**config.mk**
```make
export PLATFORM = sky130hd
export DESIGN_NAME = ipce_outbuf
export DESIGN_NICKNAME = d
export VERILOG_FILES = /design/src/rtl/indexed_pixel_clut_expander_macros.svh /design/src/rtl/ipce_pkg.sv /design/src/rtl/ipce_outbuf.sv
export SDC_FILE = /design/constraint.sdc
export NUM_CORES = 1
export LEC_CHECK = 0
export ABC_CLOCK_PERIOD_IN_PS = 2200
export BUFFER_PORTS_ARGS = -buffer_cell sky130_fd_sc_hd__buf_2
export CAP_MARGIN = 40
export CORE_MARGIN = 2
export CORE_UTILIZATION = 45
export DETAILED_ROUTE_END_ITERATION = 6
export MAX_ROUTING_LAYER = met4
export PLACE_DENSITY = 0.67
export SLEW_MARGIN = 40
export SYNTH_ARGS = -nofsm -noshare
export SYNTH_HDL_FRONTEND = slang
export SYNTH_SLANG_ARGS = --single-unit
```
**constraint.sdc**
```tcl
create_clock -name clk -period 2.2 [get_ports clk]
set_input_delay 0.22 -clock clk [delete_from_list [all_inputs] [get_ports clk]]
set_output_delay 0.22 -clock clk [all_outputs]
set_load 0.02 [all_outputs]
```
**src/rtl/indexed_pixel_clut_expander_macros.svh**
```systemverilog
// assertion macros for the colour lookup expander
// needs nothing else; included by files that carry concurrent checks
`ifndef INDEXED_PIXEL_CLUT_EXPANDER_MACROS_SVH
`define INDEXED_PIXEL_CLUT_EXPANDER_MACROS_SVH

// antecedent implies consequent in the next cycle
`define IPCE_ASSERT_NEXT(label, ante, cons) \
  label: assert property (@(posedge clk) disable iff (!rst_n) (ante) |=> (cons)) \
    else $error("check failed: label");

// condition must never hold
`define IPCE_ASSERT_NEVER(label, expr) \
  label: assert property (@(posedge clk) disable iff (!rst_n) !(expr)) \
    else $error("check failed: label");

`endif

```
**src/rtl/ipce_pkg.sv**
```systemverilog
// shared types, codes and index mapping for the colour lookup expander
// no dependencies
package ipce_pkg;

  localparam int TABLE_ENTRIES = 256;
  localparam int IDX_W         = $clog2(TABLE_ENTRIES);
  localparam int ARGB_W        = 32;
  localparam int BUF_DEPTH     = 4;
  localparam int BUF_PTR_W     = $clog2(BUF_DEPTH);
  localparam int BUF_CNT_W     = BUF_PTR_W + 1;

  // input beat kinds
  localparam logic [1:0] OP_SET_INDEX = 2'd0;
  localparam logic [1:0] OP_COLOUR    = 2'd1;
  localparam logic [1:0] OP_EXPAND    = 2'd2;

  // depth codes
  localparam logic [1:0] DEPTH_1BPP = 2'd0;
  localparam logic [1:0] DEPTH_2BPP = 2'd1;
  localparam logic [1:0] DEPTH_4BPP = 2'd2;
  localparam logic [1:0] DEPTH_8BPP = 2'd3;

  localparam logic [7:0] ALPHA_OPAQUE = 8'hFF;
  localparam logic [7:0] IDX_1BPP_SET = 8'd255;
  localparam logic [7:0] IDX_1BPP_CLR = 8'd127;

  // table write request from the loader
  typedef struct packed {
    logic              en;
    logic [IDX_W-1:0]  addr;
    logic [ARGB_W-1:0] data;
  } tbl_wr_t;

  // table read request from the expander
  typedef struct packed {
    logic             valid;
    logic [IDX_W-1:0] addr;
    logic             last;
  } tbl_rd_t;

  // table index of the most significant pixel of a byte
  function automatic logic [IDX_W-1:0] pixel_index(input logic [1:0] depth,
                                                   input logic [7:0] pix);
    logic [IDX_W-1:0] idx;
    case (depth)
      DEPTH_1BPP: idx = pix[7] ? IDX_1BPP_SET : IDX_1BPP_CLR;
      DEPTH_2BPP: idx = {pix[7:6], 6'h3F};
      DEPTH_4BPP: idx = {pix[7:4], 4'hF};
      default:    idx = pix;
    endcase
    return idx;
  endfunction

  // pixels per byte minus one
  function automatic logic [2:0] last_pixel(input logic [1:0] depth);
    logic [2:0] n;
    case (depth)
      DEPTH_1BPP: n = 3'd7;
      DEPTH_2BPP: n = 3'd3;
      DEPTH_4BPP: n = 3'd1;
      default:    n = 3'd0;
    endcase
    return n;
  endfunction

endpackage

```
**src/rtl/ipce_outbuf.sv**
```systemverilog
// small pixel queue between the table read and the result channel
// depends on ipce_pkg
module ipce_outbuf (
  input  logic                          clk,
  input  logic                          rst_n,
  input  logic                          push,
  input  logic                          push_last,
  input  logic [ipce_pkg::ARGB_W-1:0]   push_data,
  output logic                          tvalid,
  input  logic                          tready,
  output logic [ipce_pkg::ARGB_W-1:0]   tdata,
  output logic                          tlast,
  output logic [ipce_pkg::BUF_CNT_W-1:0] count
);
  import ipce_pkg::*;

  logic [ARGB_W:0]        buf_q [BUF_DEPTH];
  logic [BUF_PTR_W-1:0]   wp_r, rp_r;
  logic [BUF_CNT_W-1:0]   cnt_r;
  logic                   pop;

  assign tvalid = (cnt_r != '0);
  assign pop    = tvalid && tready;
  assign tdata  = buf_q[rp_r][ARGB_W-1:0];
  assign tlast  = buf_q[rp_r][ARGB_W];
  assign count  = cnt_r;

  always_ff @(posedge clk) begin
    if (push) buf_q[wp_r] <= {push_last, push_data};
  end

  // pointers and fill level
  always_ff @(posedge clk) begin
    if (!rst_n) begin
      wp_r  <= '0;
      rp_r  <= '0;
      cnt_r <= '0;
    end else begin
      if (push) wp_r <= wp_r + 1'b1;
      if (pop)  rp_r <= rp_r + 1'b1;
      case ({push, pop})
        2'b10:   cnt_r <= cnt_r + 1'b1;
        2'b01:   cnt_r <= cnt_r - 1'b1;
        default: cnt_r <= cnt_r;
      endcase
    end
  end

endmodule

```
# ---- Yosys cells after proc, flatten, opt, wreduce, memory -nomap -nowiden
# Memory sizes are Yosys's and may differ from the RTL's. A register that Yosys moved wholly into a read port is not among the register bits.
# Cells that the tools add are included.
dict set report word_totals {
  regBits 7
  mem_bits_rw 132
  input_bits 37
  output_inout_bits 37
  wordCells 18
  memories 1
}
dict set report op_classes {
  n_addsub 4
  eq_ne 2
  n_mux 5
  n_reduce_logical 3
}
# memory words width read_ports rd_ports_with_merged_regs write_ports line
set memory_table {}
lappend memory_table {buf_q 4 33 1 1 1 ipce_outbuf.sv:17} ;# logic [ARGB_W:0] buf_q [BUF_DEPTH];
# operator count
set op_table {}
lappend op_table {{3-bit one-hot mux with 2 select lines} 1}
lappend op_table {{2-bit by 1-bit adder with 2-bit output, second input constant} 2}
lappend op_table {{2-bit two-way mux} 2}
lappend op_table {{3-bit by 1-bit adder with 3-bit output, second input constant} 1}
lappend op_table {{3-bit nonzero test} 1}
lappend op_table {{3-bit by 1-bit subtractor with 3-bit output, second input constant} 1}
lappend op_table {{2-bit by 1-bit == test with 1-bit output, second input constant} 1}
lappend op_table {{2-bit == test, second input constant} 1}
lappend op_table {{1-bit two-way mux} 2}
lappend op_table {{2-bit nonzero test} 1}
lappend op_table {{1-bit logical AND} 1}

# ---- Depth between registers and ports, before layout
dict set report depth {
  ltp_word 4
  mapped_depth 7
  mapped_depth_nobuf 7
}

# ---- Worst setup path after synthesis
# No wires, ideal clock.
dict set report synth_path {
  path_type {register to register}
  from {register cnt_r[0], in the netlist count[0]}
  to {register cnt_r[2], in the netlist count[2]}
  setup_time_ns 0.076
  arrival_time_ns 1.871
  required_ns 2.124
  path_slack_ns 0.253
  stages_incl_launch_ff 8
  n_path_buf 0
  period_less_slack_ns 1.947
  path_cell_list {dfxtp_1 o31a_1 ha_1 inv_1 fa_1 xor2_1 or3_1 a21boi_0}
}
dict set report synth_between {
  elab_chain_len 4
  word_cells_on_any_way 8
  classes_between {add/sub: 2; eq/ne: 2; mux: 1; reduce/logical: 3}
}
# item line
set synth_rtl {}
lappend synth_rtl {{from (decl)} ipce_outbuf.sv:19} ;# logic [BUF_CNT_W-1:0] cnt_r;
lappend synth_rtl {{from (signal assigned)} ipce_outbuf.sv:42} ;# 2'b10: cnt_r <= cnt_r + 1'b1;
lappend synth_rtl {{from (signal assigned)} ipce_outbuf.sv:43} ;# 2'b01: cnt_r <= cnt_r - 1'b1;
lappend synth_rtl {{from (signal assigned)} ipce_outbuf.sv:44} ;# default: cnt_r <= cnt_r;
lappend synth_rtl {{3-bit nonzero test (*)} ipce_outbuf.sv:22} ;# assign tvalid = (cnt_r != '0);
lappend synth_rtl {{1-bit logical AND (*)} ipce_outbuf.sv:23} ;# assign pop = tvalid && tready;
lappend synth_rtl {{named net pop} ipce_outbuf.sv:20} ;# logic pop;
lappend synth_rtl {{2-bit by 1-bit == test with 1-bit output / 2-bit == test (equally long branches)} ipce_outbuf.sv:41} ;# case ({push, pop})
lappend synth_rtl {{3-bit one-hot mux with 2 select lines / 2-bit nonzero test (equally long branches)} n/a}
# Mark *: on every way through the listed nets, which the timed path passes. The rest lies on a longest branch.
# A chain may end at the register's enable or synchronous reset.

==> metrics.txt <==
run status=complete, no violations; Seq cells post-synth=141; max-cap violations=0; via count=2,393; initial DRC count=126; largest family of logic cells by synthesized area=multiplexers; Syn. warnings=0; GRT Overall Usage=15.6%; Yosys top cell area share=75.2%; clk_lat worst skew=0.41 ns; worst-path maximum fanout=11; Worst-path clk slew=0.05 ns; simple-gate share of the synthesized area=1.62%; core area=11,400 sq um; Final #Nets=353; H-tree level count=4; Final Max Tran Viols=0; Setup crit start kind=flop; area leader, netlist=edfxtp_1; TritonCTS clock tree=done; Worst EP arrival=1.83 ns; worst hold path class=in -> reg; Relative slew margins=65.3%; cts bufs inserted=17; Seq/Total Area, Yosys=78.7%; Die W=112 um; PD cells=1110 nW/um^2; wire length after detailed routing=8.65 mm; hpwl dp=5.14 mm; routability cong.=0.745; final setup violation count=0; final worst-path cycle share=93.2%; DRC errors left=0; critical path type=reg -> out; buffer depth of the longest clock path=2; fin cells=460; Die Area=12,600 sq um; Mapped Nets=262; drt wl/cell=18.8 um; # port buffers=73; hold buffer count at CTS=0; DR vias/cell=5.20; Avg Inst Size Synth=24.1 sq um; worst hold path cell count=1; row count=39; share of cells above drive strength 1=42.9%; Synth area leaders=edfxtp_1, mux4_2, dfxtp_1; initial core utilization=46.1%; clock skew=0.00575 ns; root buffer cell=clkbuf_16; RSZ-0062 raised after global routing=no; initial antenna violation count=0; Hold Vio Cnt, Final=0; cell area after synthesis=5270 sq um; complex-gate fraction of the synthesized area=0.665%; Pwr Total=7.05 mW; Pre-antenna DRT Iters=4; worst-margin pin slew=0.520 ns; P&R area growth vs syn=20.1%; Synth Area in XOR/XNOR=0.831%; placed cells=434; I/O pin cnt=74; Post-Route Setup TNS=0 ns; worst vdd ir=656 uV; diode count=0; largest net degree at the start of global routing=34; Worst Path Required=1.98 ns; Syn Inst Count=219; minimum clock period=2.05 ns; die height=112 um; post-synthesis mux area share=14.5%; Routed Antenna Nets=0; R2R cell count=7; first-pass GRT wire length=13.9 mm; Post-Synth Adder-Cell Area=1.57%; total gr overflow=0; Yosys cell types=22; CP endpoint kind=primary output; total clock sinks=141; max frequency=488 MHz; LEAKAGE=2.17 nW; number of global-route vias before repair=2,602
-- report_power, final --
group | total (mW) | leakage [nW] | switching (mW) | internal [mW]
sequential | 3.21 | 1.29 | 0.0961 | 3.11
clock | 2.42 | 0.240 | 0.928 | 1.49
combinational | 1.42 | 0.648 | 0.759 | 0.664
-- synthesized netlist by cell type, drive strengths merged --
master and number:
edfxtp 132, mux4 33, dfxtp 9, and2 8, buf 7, inv 6, ha 5, nor2b 3
xnor2 3, o21ai 2, or3 2, xor2 2, a21boi 1, clkbuf 1, fa 1, mux2i 1
nand2 1, o311ai 1, o31a 1
-- layer usage --
| layer | up-vias | wire, um | global-route usage (%) |
|---|---|---|---|
| met5 | - | 0 | - |
| met4 | 0 | 166 | 6.59 |
| met3 | 16 | 436 | 4.91 |
| met2 | 66 | 4290 | 23.9 |
| met1 | 1226 | 3760 | 19.3 |
| li1 | 1085 | - | - |
-- worst paths after layout --
| path | from | slack, ns | endpoint |
|---|---|---|---|
| worst max register to register | count[0] | 0.26 | count[2] |
| worst max-delay path | flop | 0.15 | tdata[28] |
| worst min register to register | count[2] | 0.55 | count[2] |
| worst min-delay path | push_data[25] | 0.03 | buf_q[2][25] |
-- worst max-delay path: stages, from the launching register on --
cell and delay (ns):
dfxtp_4 0.45, buf_12 0.18, mux4_1 0.60, buf_2 0.19
-- state kept, by name, indices dropped and copies added (netlist names), named ones only --
signal and count:
buf_q 132, rp_r 2, count 3, wp_r 2
-- per-stage QoR --
stage / instance area (sq um) / hold WS, ns / setup WS [ns] / util, %
floorplan: 5270 / 0.319 / 0.253 / -
global placement: 5830 / 0.434 / 0.356 / 51.1
detailed placement: 5830 / 0.442 / 0.247 / 51.1
CTS: 6320 / 0.00720 / 0.000165 / 55.4
global route: 6320 / 0.0130 / 0.0784 / 55.4
finish: 6320 / 0.0254 / 0.149 / 55.4
-- layout make-up --
cell class / count / area, sq um
multi-input combinational: 64 / 1020
inverter: 6 / 22.5
clock buffer: 20 / 437
clock inverter: 6 / 51.3
tap: 143 / 179
fill: 894 / 5090
timing repair buffer: 80 / 468
sequential: 141 / 4150
-- placed cells by master, fill, tap and decap left out, drive strengths merged --
cell type,Yosys,final
clkbuf,1,20
bufinv,0,1
dfxtp,9,9
or3,2,2
o311ai,1,1
xnor2,3,3
buf,7,80
mux4,33,33
clkinv,0,5
ha,5,5
edfxtp,132,132
xor2,2,2
fa,1,1
and2,8,8
a21boi,1,1
nand2,1,1
mux2i,1,1
inv,6,6
o31a,1,1
nor2b,3,3
o21ai,2,2
-- what timing repair did --
action	CTS	global route
setup buffers	0	0
endpoints found under the hold margin	0	0
setup endpoints to repair	0	2
gates resized for setup	0	1
-- logic make-up after synthesis --
family	after synthesis
DFF	141
muxes	34
buffers and inverters	14
and+or+nand+nor	14
adders and majority gates	6
AOI/OAI and AO/OA	5
xor gates and xnor gates	5
Note: power is estimated with default switching activity, not from simulation.
