File: config.mk
export PLATFORM = sky130hd
export DESIGN_NAME = ipce_loader
export DESIGN_NICKNAME = d
export VERILOG_FILES = /design/src/rtl/indexed_pixel_clut_expander_macros.svh /design/src/rtl/ipce_pkg.sv /design/src/rtl/ipce_loader.sv
export SDC_FILE = /design/constraint.sdc
export NUM_CORES = 1
export LEC_CHECK = 0
export BUFFER_PORTS_ARGS = -buffer_cell sky130_fd_sc_hd__buf_4
export CAP_MARGIN = 20
export CORE_ASPECT_RATIO = 1.75
export CORE_UTILIZATION = 51
export CTS_BUF_LIST = sky130_fd_sc_hd__clkbuf_16
export DETAILED_ROUTE_END_ITERATION = 8
export PLACE_DENSITY = 0.84
export SETUP_SLACK_MARGIN = 0.3
export SLEW_MARGIN = 20
export SYNTH_ARGS = -nofsm -noshare
export SYNTH_HDL_FRONTEND = slang
export SYNTH_SLANG_ARGS = --single-unit
File: constraint.sdc
create_clock -name clk -period 2.25 [get_ports clk]
set_input_delay 0.225 -clock clk [delete_from_list [all_inputs] [get_ports clk]]
set_output_delay 0.225 -clock clk [all_outputs]
set_load 0.02 [all_outputs]
File: src/rtl/indexed_pixel_clut_expander_macros.svh
// assertion macros for the colour lookup expander
// needs nothing else; included by files that carry concurrent checks
`ifndef INDEXED_PIXEL_CLUT_EXPANDER_MACROS_SVH
`define INDEXED_PIXEL_CLUT_EXPANDER_MACROS_SVH

// antecedent implies consequent in the next cycle
`define IPCE_ASSERT_NEXT(label, ante, cons) \
  label: assert property (@(posedge clk) disable iff (!rst_n) (ante) |=> (cons)) \
    else $error("check failed: label");

// condition must never hold
`define IPCE_ASSERT_NEVER(label, expr) \
  label: assert property (@(posedge clk) disable iff (!rst_n) !(expr)) \
    else $error("check failed: label");

`endif

File: src/rtl/ipce_pkg.sv
// shared types, codes and index mapping for the colour lookup expander
// no dependencies
package ipce_pkg;

  localparam int TABLE_ENTRIES = 256;
  localparam int IDX_W         = $clog2(TABLE_ENTRIES);
  localparam int ARGB_W        = 32;
  localparam int BUF_DEPTH     = 4;
  localparam int BUF_PTR_W     = $clog2(BUF_DEPTH);
  localparam int BUF_CNT_W     = BUF_PTR_W + 1;

  // input beat kinds
  localparam logic [1:0] OP_SET_INDEX = 2'd0;
  localparam logic [1:0] OP_COLOUR    = 2'd1;
  localparam logic [1:0] OP_EXPAND    = 2'd2;

  // depth codes
  localparam logic [1:0] DEPTH_1BPP = 2'd0;
  localparam logic [1:0] DEPTH_2BPP = 2'd1;
  localparam logic [1:0] DEPTH_4BPP = 2'd2;
  localparam logic [1:0] DEPTH_8BPP = 2'd3;

  localparam logic [7:0] ALPHA_OPAQUE = 8'hFF;
  localparam logic [7:0] IDX_1BPP_SET = 8'd255;
  localparam logic [7:0] IDX_1BPP_CLR = 8'd127;

  // table write request from the loader
  typedef struct packed {
    logic              en;
    logic [IDX_W-1:0]  addr;
    logic [ARGB_W-1:0] data;
  } tbl_wr_t;

  // table read request from the expander
  typedef struct packed {
    logic             valid;
    logic [IDX_W-1:0] addr;
    logic             last;
  } tbl_rd_t;

  // table index of the most significant pixel of a byte
  function automatic logic [IDX_W-1:0] pixel_index(input logic [1:0] depth,
                                                   input logic [7:0] pix);
    logic [IDX_W-1:0] idx;
    case (depth)
      DEPTH_1BPP: idx = pix[7] ? IDX_1BPP_SET : IDX_1BPP_CLR;
      DEPTH_2BPP: idx = {pix[7:6], 6'h3F};
      DEPTH_4BPP: idx = {pix[7:4], 4'hF};
      default:    idx = pix;
    endcase
    return idx;
  endfunction

  // pixels per byte minus one
  function automatic logic [2:0] last_pixel(input logic [1:0] depth);
    logic [2:0] n;
    case (depth)
      DEPTH_1BPP: n = 3'd7;
      DEPTH_2BPP: n = 3'd3;
      DEPTH_4BPP: n = 3'd1;
      default:    n = 3'd0;
    endcase
    return n;
  endfunction

endpackage

File: src/rtl/ipce_loader.sv
// table loader: pointer, component count and held red/green bytes
// depends on ipce_pkg
module ipce_loader (
  input  logic             clk,
  input  logic             rst_n,
  input  logic             beat,
  input  logic [1:0]       opcode,
  input  logic [7:0]       data_byte,
  output ipce_pkg::tbl_wr_t wr
);
  import ipce_pkg::*;

  logic [IDX_W-1:0] ptr_r, ptr_nxt;
  logic [1:0]       cnt_r, cnt_nxt;
  logic [7:0]       red_r, red_nxt;
  logic [7:0]       green_r, green_nxt;

  // decode one beat
  always_comb begin
    ptr_nxt   = ptr_r;
    cnt_nxt   = cnt_r;
    red_nxt   = red_r;
    green_nxt = green_r;
    wr.en     = 1'b0;
    wr.addr   = ptr_r;
    wr.data   = {ALPHA_OPAQUE, red_r, green_r, data_byte};
    if (beat) begin
      case (opcode)
        OP_SET_INDEX: begin
          ptr_nxt = data_byte;
          cnt_nxt = 2'd0;
        end
        OP_COLOUR: begin
          if (cnt_r[1]) begin
            wr.en   = 1'b1;
            ptr_nxt = ptr_r + 1'b1;
            cnt_nxt = 2'd0;
          end else begin
            if (cnt_r[0]) green_nxt = data_byte;
            else          red_nxt   = data_byte;
            cnt_nxt = cnt_r + 2'd1;
          end
        end
        default: ;
      endcase
    end
  end

  always_ff @(posedge clk) begin
    if (!rst_n) begin
      ptr_r   <= '0;
      cnt_r   <= 2'd0;
      red_r   <= 8'd0;
      green_r <= 8'd0;
    end else begin
      ptr_r   <= ptr_nxt;
      cnt_r   <= cnt_nxt;
      red_r   <= red_nxt;
      green_r <= green_nxt;
    end
  end

endmodule

======== Yosys cells after proc, flatten, opt, wreduce, memory -nomap -nowiden ========
Index checks and enable logic that the tools add are counted.
word-level totals
  output and inout bits ................... 41
  register bits ........................... 26
cells by class
  bitwise logic cells ..................... 2
  equality and inequality tests ........... 2
  add/sub/neg operators ................... 2
  reductions and logical operators ........ 6
  mux-type cells .......................... 7
operator list
  operator               number
  $pmux W8 S2            1
  $add A8 B1 Y8 const B  1
  $mux W8                1
  $reduce_and A4 Y1      2
  $pmux W2 S2            1
  $mux W1                3
  $reduce_and A3 Y1      1
  $add A2 B1 Y2 const B  1
  $eq A2 B1 Y1 const B   1
  $logic_not A2 Y1       1
  $mux W2                1
  $ne A2 B2 Y1 const B   1
  $not A1 Y1             2
  $reduce_and A2 Y1      1
  $reduce_bool A2 Y1     1

======== Longest topological paths before layout ========
  word-level depth ........................ 3
  depth in mapped cells ................... 7
  depth with buffers taken out ............ 5

======== Worst setup path after synthesis ========
Ideal clock, no wire load.
  path kind ............................... register to register
  start ................................... register cnt_r[1]
  end ..................................... register ptr_r[7]
  required time ........................... 2.132 ns
  setup slack ............................. 0.759 ns
  buffers on the path ..................... 1
  arrival time ............................ 1.374 ns
  stages on the path, launching flop included .. 6
  cells stage by stage .................... dfxtp_1 nor2b_1 or2_1 buf_6 o41a_1 o2111a_1
between the ends
  word-level cells in the longest chain between the ends .. 2
ends and longest elaborated chain
  item                         RTL line           RTL
  start: declaration           ipce_loader.sv:14  logic [1:0] cnt_r, cnt_nxt;
  start signal: assignment     ipce_loader.sv:57  cnt_r <= cnt_nxt;
  $ne A2 B2 Y1 (no line)       -
  $reduce_and A3 Y1 (no line)  -
  end signal: assignment       ipce_loader.sv:56  ptr_r <= ptr_nxt;
  end: declaration             ipce_loader.sv:13  logic [IDX_W-1:0] ptr_r, ptr_nxt;
Every way passes these cells.
A chain may end at the register's enable or synchronous reset.

======== Worst setup path after layout ========
Same ends and word-level chain as after synthesis.

==> qor.txt <==
==================================================================================================
Post-synth EDFFs ....................................................................            0
Worst Setup Path Type ............................................................... flip-flop to flip-flop
Endpoint kind of the worst setup timing path ........................................    flip-flop
Latest clock arrival within the worst-skew pair .....................................      0.26 ns
Run status .......................................................................... finished clean
Area of the mapped netlist ..........................................................    1320 um^2
Net switching component of the power ................................................     0.260 mW
Max rail drop VDD ...................................................................     0.435 mV
F_max ...............................................................................      621 MHz
Maximum root-to-sink buffer count ...................................................            2
Worst min-delay path class .......................................................... primary input to flip-flop
R2R cell count ......................................................................            4
Syn-to-layout area delta ............................................................        23.2%
Diode insertion count for antenna repair ............................................            0
Sum of negative setup slack .........................................................         0 ns
Final net count .....................................................................          210
Final count of negative-setup-slack endpoints .......................................            0
Share of async-settable or async-resettable flops after synthesis ...................           0%
Number of antenna violations at the first check in global routing ...................            0
Detailed-placement wirelength estimate ..............................................      2230 um
Post-route setup slack ..............................................................     0.640 ns
Largest net degree at the start of global routing ...................................           36
Chip Height .........................................................................      69.3 um
Share of power burned in registers ..................................................        47.2%
Total routing usage reported by global routing ......................................        24.4%
Register area share after synthesis .................................................        39.4%
PortBufs ............................................................................           45
Weighted congestion at the end of routability-driven global placement ...............        0.741
Startpoint class of the critical path ...............................................    flip-flop
Footprint of the flip-flops and latches .............................................     520 um^2
Share of power burned in the clock network ..........................................        38.2%
Fraction of layout instances using a drive strength above 1 .........................        26.7%
Number of cells produced by synthesis ...............................................          164
Areal power density over the cells ..................................................  631 nW/um^2
Number of buffers inserted during clock tree synthesis ..............................            3
Worst clock skew ....................................................................   0.00209 ns
Routed Wire Length ..................................................................      3090 um
Slew @ Worst Pin ....................................................................     0.545 ns
Critical path peak fanout ...........................................................           10
Req. time, crit path ................................................................      2.40 ns
Worst Hold Path Cells ...............................................................            3
Synth warnings ......................................................................            0
Internal power ......................................................................     0.767 mW
Clock tree from TritonCTS ...........................................................        built
Synthesized area per cell ...........................................................    8.05 um^2
Main flop type after synthesis ......................................................      dfxtp_1
Cell variety after synth ............................................................           37
Number of max-capacitance violations reported .......................................            0
First-pass DRT Iterations ...........................................................            4
Hold buffer count at cts ............................................................            0
Drt wl/cell .........................................................................      14.0 um
GR Overflow Total ...................................................................            0
Register bit total from synthesis ...................................................           26
Final hold violation count ..........................................................            0
Count of clock tree sinks ...........................................................           26
Number of cells upsized or downsized after cts ......................................            0
Total Die Area ......................................................................    2800 um^2
Final critical-path share of the clock period .......................................        71.6%
Number of slew-limit violations in the final report .................................            0
Vias in the first global route ......................................................        1,229
Remaining DRCs ......................................................................            0
Die Span X ..........................................................................      40.5 um
DRC marker count from the first detailed-route iteration ............................           32
DR vias/cell ........................................................................         5.90
Shortest clock period the worst path allows after layout ............................      1.61 ns
Antenna Violating Nets Remaining ....................................................            0
Switch share ........................................................................        25.3%
Leakage power total .................................................................     0.692 nW
Fin util ............................................................................        66.1%
Placed instance count ...............................................................          217
RSZ-0062 raised after global routing ................................................        false
Row cnt .............................................................................           24
Total number of vias ................................................................        1,303
Top-level port count ................................................................           54
Data arrival, critical path .........................................................      1.76 ns
Count of buffers added by post-CTS timing repair for setup ..........................            0
Setup slack at placement ............................................................     0.618 ns
Wire length of the first global-routing pass ........................................      5040 um
CTS H-Tree Depth ....................................................................            1
Filler Cells Inserted ...............................................................          207
Worst relative slew slack ...........................................................        63.7%
Initial Util ........................................................................        53.6%
Core Footprint ......................................................................    2460 um^2
CTS Root Buffer Type ................................................................    clkbuf_16
Clock transition time at the flip-flop clock pins of the worst setup and hold paths .      0.06 ns
Final non-filler cell total .........................................................          221
Combinational cell fraction of total power ..........................................        14.6%
Multi-input gate area ...............................................................     642 um^2
==================================================================================================
[worst paths after layout]
check	end	slack (ns)	start
setup reg to reg	ptr_r[7]	0.64	cnt_r[1]
hold / removal	red_r[1]	0.22	data_byte[1]
hold reg to reg	green_r[7]	0.47	green_r[7]
setup / recovery	ptr_r[7]	0.64	cnt_r[1]
[registers in the layout (all words and copies together), names as in the netlist]
register and count:
green_r 8, red_r 8, cnt_r 2, ptr_r 8
[synthesized netlist by cell type, drive strengths merged (2+ instances only)]
cell	instances	area [um^2]
a21o	2	15.0
a21oi	11	55.1
a311oi	2	17.5
and4	2	17.5
buf	21	158
clkbuf	5	18.8
dfxtp	26	521
nand2	23	86.3
nand2b	4	32.5
nand3	19	95.1
nand4	2	12.5
nor2	6	22.5
nor3	3	15.0
o21ai	18	90.1
[logic make-up (layout without fill, tap and decap cells)]
kind of cell               count (synthesis)  count (layout)  synth area share [%]
AOI/OAI and AO/OA                         39              39                  17.5
buffers and inverters                     28              52                  13.9
other                                      1               8                 0.284
DFF                                       26              26                  39.4
adders and majority gates                  1               1                 0.948
and+or+nand+nor                           69              69                  27.9
[cells in the final DEF (no fill, tap or decap), drive strengths merged, types with 2 or more instances in the layout]
cell / n
o21ai: 18
and4: 2
nand2: 23
a311oi: 2
a21o: 2
nand2b: 4
nor3: 3
nand4: 2
clkbuf: 3
clkinv: 2
buf: 46
conb: 8
a21oi: 11
dfxtp: 26
nand3: 19
nor2: 6
[worst max-delay path, stage by stage (launching register included)]
cell,delay (ns)
dfxtp_1,0.40
nor2b_1,0.09
or2_1,0.34
o41a_1,0.45
o2111a_1,0.23
[power by group through the flow]
stage / registers [mW] / clock network, mW / logic [mW]
floorplan: 0.507 / 0 / 0.0957
global placement: 0.494 / 0 / 0.144
detailed placement: 0.495 / 0 / 0.148
CTS: 0.484 / 0.395 / 0.149
global route: 0.486 / 0.415 / 0.163
finish: 0.485 / 0.392 / 0.150
[through the flow]
step	total power [mW]	hold slack, ns	cell area (um^2)
finish	1.03	0.216	1630
global route	1.06	0.231	1630
CTS	1.03	0.222	1630
detailed placement	0.643	0.455	1550
global placement	0.638	0.446	1550
floorplan	0.602	0.355	1350
[layer usage]
layer,vias to the layer above,track usage (%),routed length [um]
met5,-,0,0
met4,0,13.7,97
met3,11,3.85,154
met2,58,39.3,1610
met1,621,28.2,1220
li1,613,-,-
[layout make-up]
class	count	share of cell area, %
repair buffers	46	21.2
multi-input cells	117	39.5
inverters	2	0.462
well taps	26	2.00
clock inverters	1	0.231
clock buffers	3	4.62
flip-flops and latches	26	32.0
Note: power is estimated with default switching activity, not from simulation.
