## src/rtl/indexed_pixel_clut_expander_macros.svh

```systemverilog
// assertion macros for the colour lookup expander
// needs nothing else; included by files that carry concurrent checks
`ifndef INDEXED_PIXEL_CLUT_EXPANDER_MACROS_SVH
`define INDEXED_PIXEL_CLUT_EXPANDER_MACROS_SVH

// antecedent implies consequent in the next cycle
`define IPCE_ASSERT_NEXT(label, ante, cons) \
  label: assert property (@(posedge clk) disable iff (!rst_n) (ante) |=> (cons)) \
    else $error("check failed: label");

// condition must never hold
`define IPCE_ASSERT_NEVER(label, expr) \
  label: assert property (@(posedge clk) disable iff (!rst_n) !(expr)) \
    else $error("check failed: label");

`endif

```

## src/rtl/ipce_pkg.sv

```systemverilog
// shared types, codes and index mapping for the colour lookup expander
// no dependencies
package ipce_pkg;

  localparam int TABLE_ENTRIES = 256;
  localparam int IDX_W         = $clog2(TABLE_ENTRIES);
  localparam int ARGB_W        = 32;
  localparam int BUF_DEPTH     = 4;
  localparam int BUF_PTR_W     = $clog2(BUF_DEPTH);
  localparam int BUF_CNT_W     = BUF_PTR_W + 1;

  // input beat kinds
  localparam logic [1:0] OP_SET_INDEX = 2'd0;
  localparam logic [1:0] OP_COLOUR    = 2'd1;
  localparam logic [1:0] OP_EXPAND    = 2'd2;

  // depth codes
  localparam logic [1:0] DEPTH_1BPP = 2'd0;
  localparam logic [1:0] DEPTH_2BPP = 2'd1;
  localparam logic [1:0] DEPTH_4BPP = 2'd2;
  localparam logic [1:0] DEPTH_8BPP = 2'd3;

  localparam logic [7:0] ALPHA_OPAQUE = 8'hFF;
  localparam logic [7:0] IDX_1BPP_SET = 8'd255;
  localparam logic [7:0] IDX_1BPP_CLR = 8'd127;

  // table write request from the loader
  typedef struct packed {
    logic              en;
    logic [IDX_W-1:0]  addr;
    logic [ARGB_W-1:0] data;
  } tbl_wr_t;

  // table read request from the expander
  typedef struct packed {
    logic             valid;
    logic [IDX_W-1:0] addr;
    logic             last;
  } tbl_rd_t;

  // table index of the most significant pixel of a byte
  function automatic logic [IDX_W-1:0] pixel_index(input logic [1:0] depth,
                                                   input logic [7:0] pix);
    logic [IDX_W-1:0] idx;
    case (depth)
      DEPTH_1BPP: idx = pix[7] ? IDX_1BPP_SET : IDX_1BPP_CLR;
      DEPTH_2BPP: idx = {pix[7:6], 6'h3F};
      DEPTH_4BPP: idx = {pix[7:4], 4'hF};
      default:    idx = pix;
    endcase
    return idx;
  endfunction

  // pixels per byte minus one
  function automatic logic [2:0] last_pixel(input logic [1:0] depth);
    logic [2:0] n;
    case (depth)
      DEPTH_1BPP: n = 3'd7;
      DEPTH_2BPP: n = 3'd3;
      DEPTH_4BPP: n = 3'd1;
      default:    n = 3'd0;
    endcase
    return n;
  endfunction

endpackage

```

## src/rtl/ipce_expander.sv

```systemverilog
// pixel sequencer: walks a byte msb first, one table read a cycle with credit
// depends on ipce_pkg
module ipce_expander (
  input  logic              clk,
  input  logic              rst_n,
  input  logic              start,
  input  logic [7:0]        pix_byte,
  input  logic [1:0]        depth,
  input  logic              credit_ok,
  output logic              can_take,
  output ipce_pkg::tbl_rd_t rd
);
  import ipce_pkg::*;

  logic       busy_r, busy_nxt;
  logic [7:0] byte_r, byte_nxt;
  logic [1:0] depth_r, depth_nxt;
  logic [2:0] remain_r, remain_nxt;
  logic       issue;

  assign issue    = busy_r && credit_ok;
  assign rd.valid = issue;
  assign rd.addr  = pixel_index(depth_r, byte_r);
  assign rd.last  = (remain_r == 3'd0);
  assign can_take = !busy_r || (issue && rd.last);

  // next pixel state
  always_comb begin
    busy_nxt   = busy_r;
    byte_nxt   = byte_r;
    depth_nxt  = depth_r;
    remain_nxt = remain_r;
    if (start) begin
      busy_nxt   = 1'b1;
      byte_nxt   = pix_byte;
      depth_nxt  = depth;
      remain_nxt = last_pixel(depth);
    end else if (issue) begin
      if (rd.last) begin
        busy_nxt = 1'b0;
      end else begin
        remain_nxt = remain_r - 3'd1;
        case (depth_r)
          DEPTH_1BPP: byte_nxt = {byte_r[6:0], 1'b0};
          DEPTH_2BPP: byte_nxt = {byte_r[5:0], 2'b0};
          DEPTH_4BPP: byte_nxt = {byte_r[3:0], 4'b0};
          default:    byte_nxt = byte_r;
        endcase
      end
    end
  end

  always_ff @(posedge clk) begin
    if (!rst_n) begin
      busy_r   <= 1'b0;
      remain_r <= 3'd0;
      depth_r  <= DEPTH_8BPP;
    end else begin
      busy_r   <= busy_nxt;
      remain_r <= remain_nxt;
      depth_r  <= depth_nxt;
    end
  end

  // payload, no reset
  always_ff @(posedge clk) begin
    byte_r <= byte_nxt;
  end

endmodule

```

## config.mk

```make
export PLATFORM = sky130hd
export DESIGN_NAME = ipce_expander
export DESIGN_NICKNAME = d
export VERILOG_FILES = /design/src/rtl/indexed_pixel_clut_expander_macros.svh /design/src/rtl/ipce_pkg.sv /design/src/rtl/ipce_expander.sv
export SDC_FILE = /design/constraint.sdc
export NUM_CORES = 1
export LEC_CHECK = 0
export BUFFER_PORTS_ARGS = -buffer_cell sky130_fd_sc_hd__buf_2
export CORE_MARGIN = 5
export CORE_UTILIZATION = 45
export CTS_BUF_LIST = sky130_fd_sc_hd__clkbuf_8 sky130_fd_sc_hd__clkbuf_16
export DETAILED_ROUTE_END_ITERATION = 6
export PLACE_DENSITY = 0.73
export RECOVER_POWER = 50
export SYNTH_ARGS = -nofsm -noshare
export SYNTH_HDL_FRONTEND = slang
export SYNTH_SLANG_ARGS = --single-unit
```

## constraint.sdc

```tcl
create_clock -name clk -period 1.92 [get_ports clk]
set_clock_uncertainty 0.2 [all_clocks]
set_input_delay 0.192 -clock clk [delete_from_list [all_inputs] [get_ports clk]]
set_output_delay 0.192 -clock clk [all_outputs]
set_load 0.03 [all_outputs]
```

* Word-level counts from Yosys, hierarchy flattened
Cells that the tools add are included.
Widths: inputs -> output; s select.
** Word-level totals
- RAM bits :: 0
- Memories kept :: 0
- Register bits :: 14
- Latch bits :: 0
- Bits in read-only memories :: 0
- Output and inout bits :: 11
- Logic and storage cells :: 36
- Input bits :: 14
** Operators by class
- $mul :: 0
- Div/mod/pow operators :: 0
- Muxes and demuxes :: 13
- Shift operators :: 0
- Equality and inequality tests :: 5
- Add/subtract/negate cells :: 1
- Reduce and logical (&&, ||, !) cells :: 13
- Magnitude comparators :: 0
- Bitwise logic cells :: 0
** Operator list (count)
- $pmux 8 s3 :: 2
- $mux 8 :: 4
- $mux 3 :: 3
- $pmux 3 s3 :: 1
- $eq 2x1->1 const B :: 2
- $eq 2x2->1 const B :: 2
- $logic_not 2->1 :: 2
- $reduce_and 2->1 :: 2
- $reduce_bool 2->1 :: 2
- $reduce_bool 4->1 :: 1
- $logic_not 3->1 :: 1
- $mux 1 :: 3
- $reduce_and 3->1 :: 1
- $sub 3x1->3 const B :: 1
- $logic_and 1x1->1 :: 2
- $ne 2x2->1 const B :: 1
- $logic_not 1->1 :: 1
- $logic_or 1x1->1 :: 1

* Logic depth before layout (Yosys ltp)
- Word-level depth :: 5
- Gate-level depth with buffers :: 6
- Depth with buffers taken out :: 5

* Worst setup path before layout
Ideal clock, no wire load.
- Path type :: register -> register
- From :: register remain_r[0]
- To :: register byte_r[0] (enable)
- Required time :: 1333 ps
- Path buffers :: 1
- Cell stages (with the launch flop) :: 6
- Data arrival time :: 1574 ps
- Clock period less this slack :: 2160 ps
- Setup time :: 387 ps
- Slack :: -240 ps
- Cells stage by stage :: dfxtp_1 > inv_1 > ha_1 > nor2b_1 > buf_6 > o31ai_1
** RTL lines
- start, declared :: RTL line ipce_expander.sv:18 : logic [2:0] remain_r, remain_nxt;
- start signal, assigned :: RTL line ipce_expander.sv:60 : remain_r <= remain_nxt;
- end signal, assigned :: RTL line ipce_expander.sv:67 : byte_r <= byte_nxt;
- end, declared :: RTL line ipce_expander.sv:16 : logic [7:0] byte_r, byte_nxt;

* Worst setup path in the final report
- From :: register remain_r[0]
- To :: output can_take
** On the way
- Word-level cells in the longest chain between the ends :: 3
** Ends and longest elaborated chain
- $logic_not 3->1 :: RTL line ipce_expander.sv:24 : assign rd.last = (remain_r == 3'd0);
- $logic_and 1x1->1 :: RTL line ipce_expander.sv:25 : assign can_take = !busy_r || (issue && rd.last);
- $logic_or 1x1->1 :: RTL line ipce_expander.sv:25
- end, declared :: RTL line ipce_expander.sv:10 : output logic can_take,
No other way between the ends.

==> summary.md <==
| Metric | Value |
|---|---|
| CP Max Fanout | 7 |
| Worst path most repeated cell | inv_1 |
| Data arrival, critical path | 1420 ps |
| # H-tree levels | 1 |
| Clock buffer depth | 2 |
| 1st-iter DRT viols | 5 |
| Post-synth EDFFs | 8 |
| Clock transition at the registers of the reported paths | 60 ps |
| Number of global-route vias before repair | 704 |
| Worst setup SP type | flip-flop |
| Relative slew slack | between 40% and 50% |
| Maximum Capacitance Violations | 0 |
| Drt pass-1 iters | 4 |
| Reg2reg setup slack | 140 ps |
| Setup violations, final | 0 |
| Max Freq | 551 MHz |
| Leakage | 0.489 nW |
| Global-route wire length before repair | around 3200 um |
| RSZ-0062 raised after global routing | no |
| Yosys cell types | 31 |
| Post-DP HPWL | 1440 um |
| Post-route DRC | 0 |
| Gr ovfl total | 0 |
| I/O Pins | 25 |
| Slew Limit Fails | 0 |
| Reg2reg end | byte_r[7] |
| Ys flop type | edfxtp_1 |
| CP peak stage delay | approximately 340 ps |
| Port Buffers | 24 |
| Largest net degree at the start of global routing | 25 |
| Nets@finish | ~150 |
| CTS root buf | clkbuf_8 |
| Clk sink count | 14 |
| Seq. cell area | 360 um2 |
| CP Capture Type | output pin |
| Sequential area share after synthesis | 40.1% |
| Critical Path RT | 1530 ps |
| Post-CTS setup buffers | 0 |
| FF-to-FF path depth | 5 |
| Final Hold Violating Endpoints | 0 |
| Hold path endpoint | depth_r[0] |
| Min-delay src | depth[0] |
| Ant diodes | 0 |
| Antenna violation net count after detailed routing | 0 |
| Post-route setup TNS | 0 ps |
| Cts hold-fix bufs | 0 |
| DP Cell Count | 145 |
| Crit path kind | flip-flop to output pin |
| Worst r2r src | depth_r[0] |
| Core box area | 0.00194 mm2 |
| Hold depth | 3 |
| CTS tree | done |
| Share of layout cells above drive strength 1 | 22.1% |
| Avg WL per Cell | 12.9 um |
| Chip Width | ~55 um |
| Post-DP Area | 0.00105 mm2 |
| Min Tclk post-route | 1810 ps |
| CTS buffer count | 3 |
| Site Rows | 16 |
| Total GRT Usage | 14.8% |
| Die area | about 0.0030 mm2 |
| Floorplan die height | around 55 um |
| Share of flip-flops with an asynchronous set or reset | 0% |
| Layout area overhead | 21.9% |
| Most frequent cells in the layout | buf_2, nor2_1, nand2_1, edfxtp_1 |
| Fill cells | 191 |
| Cell Count, Final, Fillers Out | 149 |
| Synthesis-stage register bit count | 14 |
| Status | completed |
| Vias | about 760 |
| Syn_nets | ~120 |
| Drt via density | 5.12 |
| Clk_lat worst skew | about 240 ps |
| CP cell instances | inv_1 -> ha_1 -> nor2b_4 -> a21boi_1 -> inv_1 -> buf_2 |
| Routed WL | around 1900 um |
| Most common cell after layout, fill and taps aside | buf_2 |
| Final period util | 94.5% |
| Yosys warnings | 0 |
| Synth Area per Inst | 9.07 um2 |
| Multi-input combinational cell area | 492 um2 |
| Slew @ Worst Pin | 875 ps |
| Gpl congestion | 0.838 |
| Initial Util | 46.3% |
| Pwr Density | 761 mW/mm2 |
| Syn Inst Count | 99 |
| Area of all placed cells without fillers | between 0.001 and 0.0015 mm2 |
| CP max-delay cell | dfxtp_1 |
| Worst hold path class | input port to flip-flop |
| Initial antenna violation count | 0 |
| Maximum VDD drop | between 400 and 500 uV |
| Post-Syn Area | 898 um2 |
## power breakdown
part | switching (mW) | total, mW | internal, mW
combinational | 0.139 | 0.222 | 0.0827
clock | 0.106 | 0.247 | 0.141
sequential | 0.0177 | 0.364 | 0.347
total | 0.263 | 0.834 | 0.571
## synthesized netlist by cell type, drive strengths merged (4+ instances only)
cell / count / area share (%)
nor2b: 4 / 2.8
edfxtp: 8 / 27
nor2: 9 / 3.8
dfxtp: 6 / 13
o21ai: 5 / 2.8
inv: 7 / 2.9
nand2: 8 / 3.3
nand2b: 7 / 4.9
ha: 8 / 11
buf: 5 / 4.0
## final cells by class
cell class,count,share of cell area (%)
Multi-Input combinational cell,71,44.9
Sequential cell,14,32.9
Timing Repair Buffer,26,12.6
Clock buffer,3,3.77
Tap cell,27,3.09
Inverter,7,2.40
Clock inverter,1,0.343
## cells by family (layout without fill, tap and decap cells)
family,Yosys count,count (layout),share of synthesized area [%]
flip-flops,14,14,40.1
AO/OA/AOI/OAI,25,25,19.6
multiplexers,1,1,1.11
AND/OR/NAND/NOR,37,37,20.2
buffers and inverters,14,37,7.80
adder cells (fa/ha/maj),8,8,11.1
## critical path: cells and delay by family, from the launching register on
| kind | cells | cell delay (ps) |
|---|---|---|
| compound gates | 1 | 180 |
| fa+ha+maj | 1 | 210 |
| buf+inv | 3 | 290 |
| flops | 1 | 340 |
| simple gates | 1 | 160 |
## state kept, by name, summed over array words and instances (netlist names)
register / count
depth_r: 2
byte_r: 8
busy_r: 1
remain_r: 3
## per-layer routing
metal	global-route usage (%)	up-vias	routed length (um)
met3	1.63	2	99
met5	0	-	0
met2	24.0	21	942
met1	20.0	347	865
met4	5.39	0	17
li1	-	393	-
## worst max-delay path by stage
stage / startpoint / to / slack, ps / cells past startpoint
3_5_place_dp: depth_r[0] / byte_r[7] / 50 / 5
5_1_grt: remain_r[0] / can_take / 20 / 6
3_3_place_gp: depth_r[0] / byte_r[7] / 140 / 5
6_report: remain_r[0] / can_take / 110 / 6
4_1_cts: remain_r[0] / can_take / 20 / 6
2_1_floorplan: remain_r[0] / byte_r[0] / 150 / 5
## stage by stage
step / utilization (%) / hold slack (ps) / power (mW) / setup WS, ps
after floorplan: - / 122 / 0.534 / 147
after global placement: 54.1 / 254 / 0.587 / 136
after detailed placement: 54.1 / 259 / 0.593 / 54.7
after CTS: 56.5 / 11.0 / 0.842 / 16.5
after global routing: 56.4 / 21.9 / 0.878 / 17.4
final: 56.4 / 5.65 / 0.834 / 106
## what timing repair did
| action | CTS | global route |
|---|---|---|
| gates resized for setup | 1 | 2 |
| cloned | 0 | 0 |
| pin swaps | 0 | 0 |
| endpoints found under the setup margin | 2 | 3 |
Power figures use the tool's default switching activity.
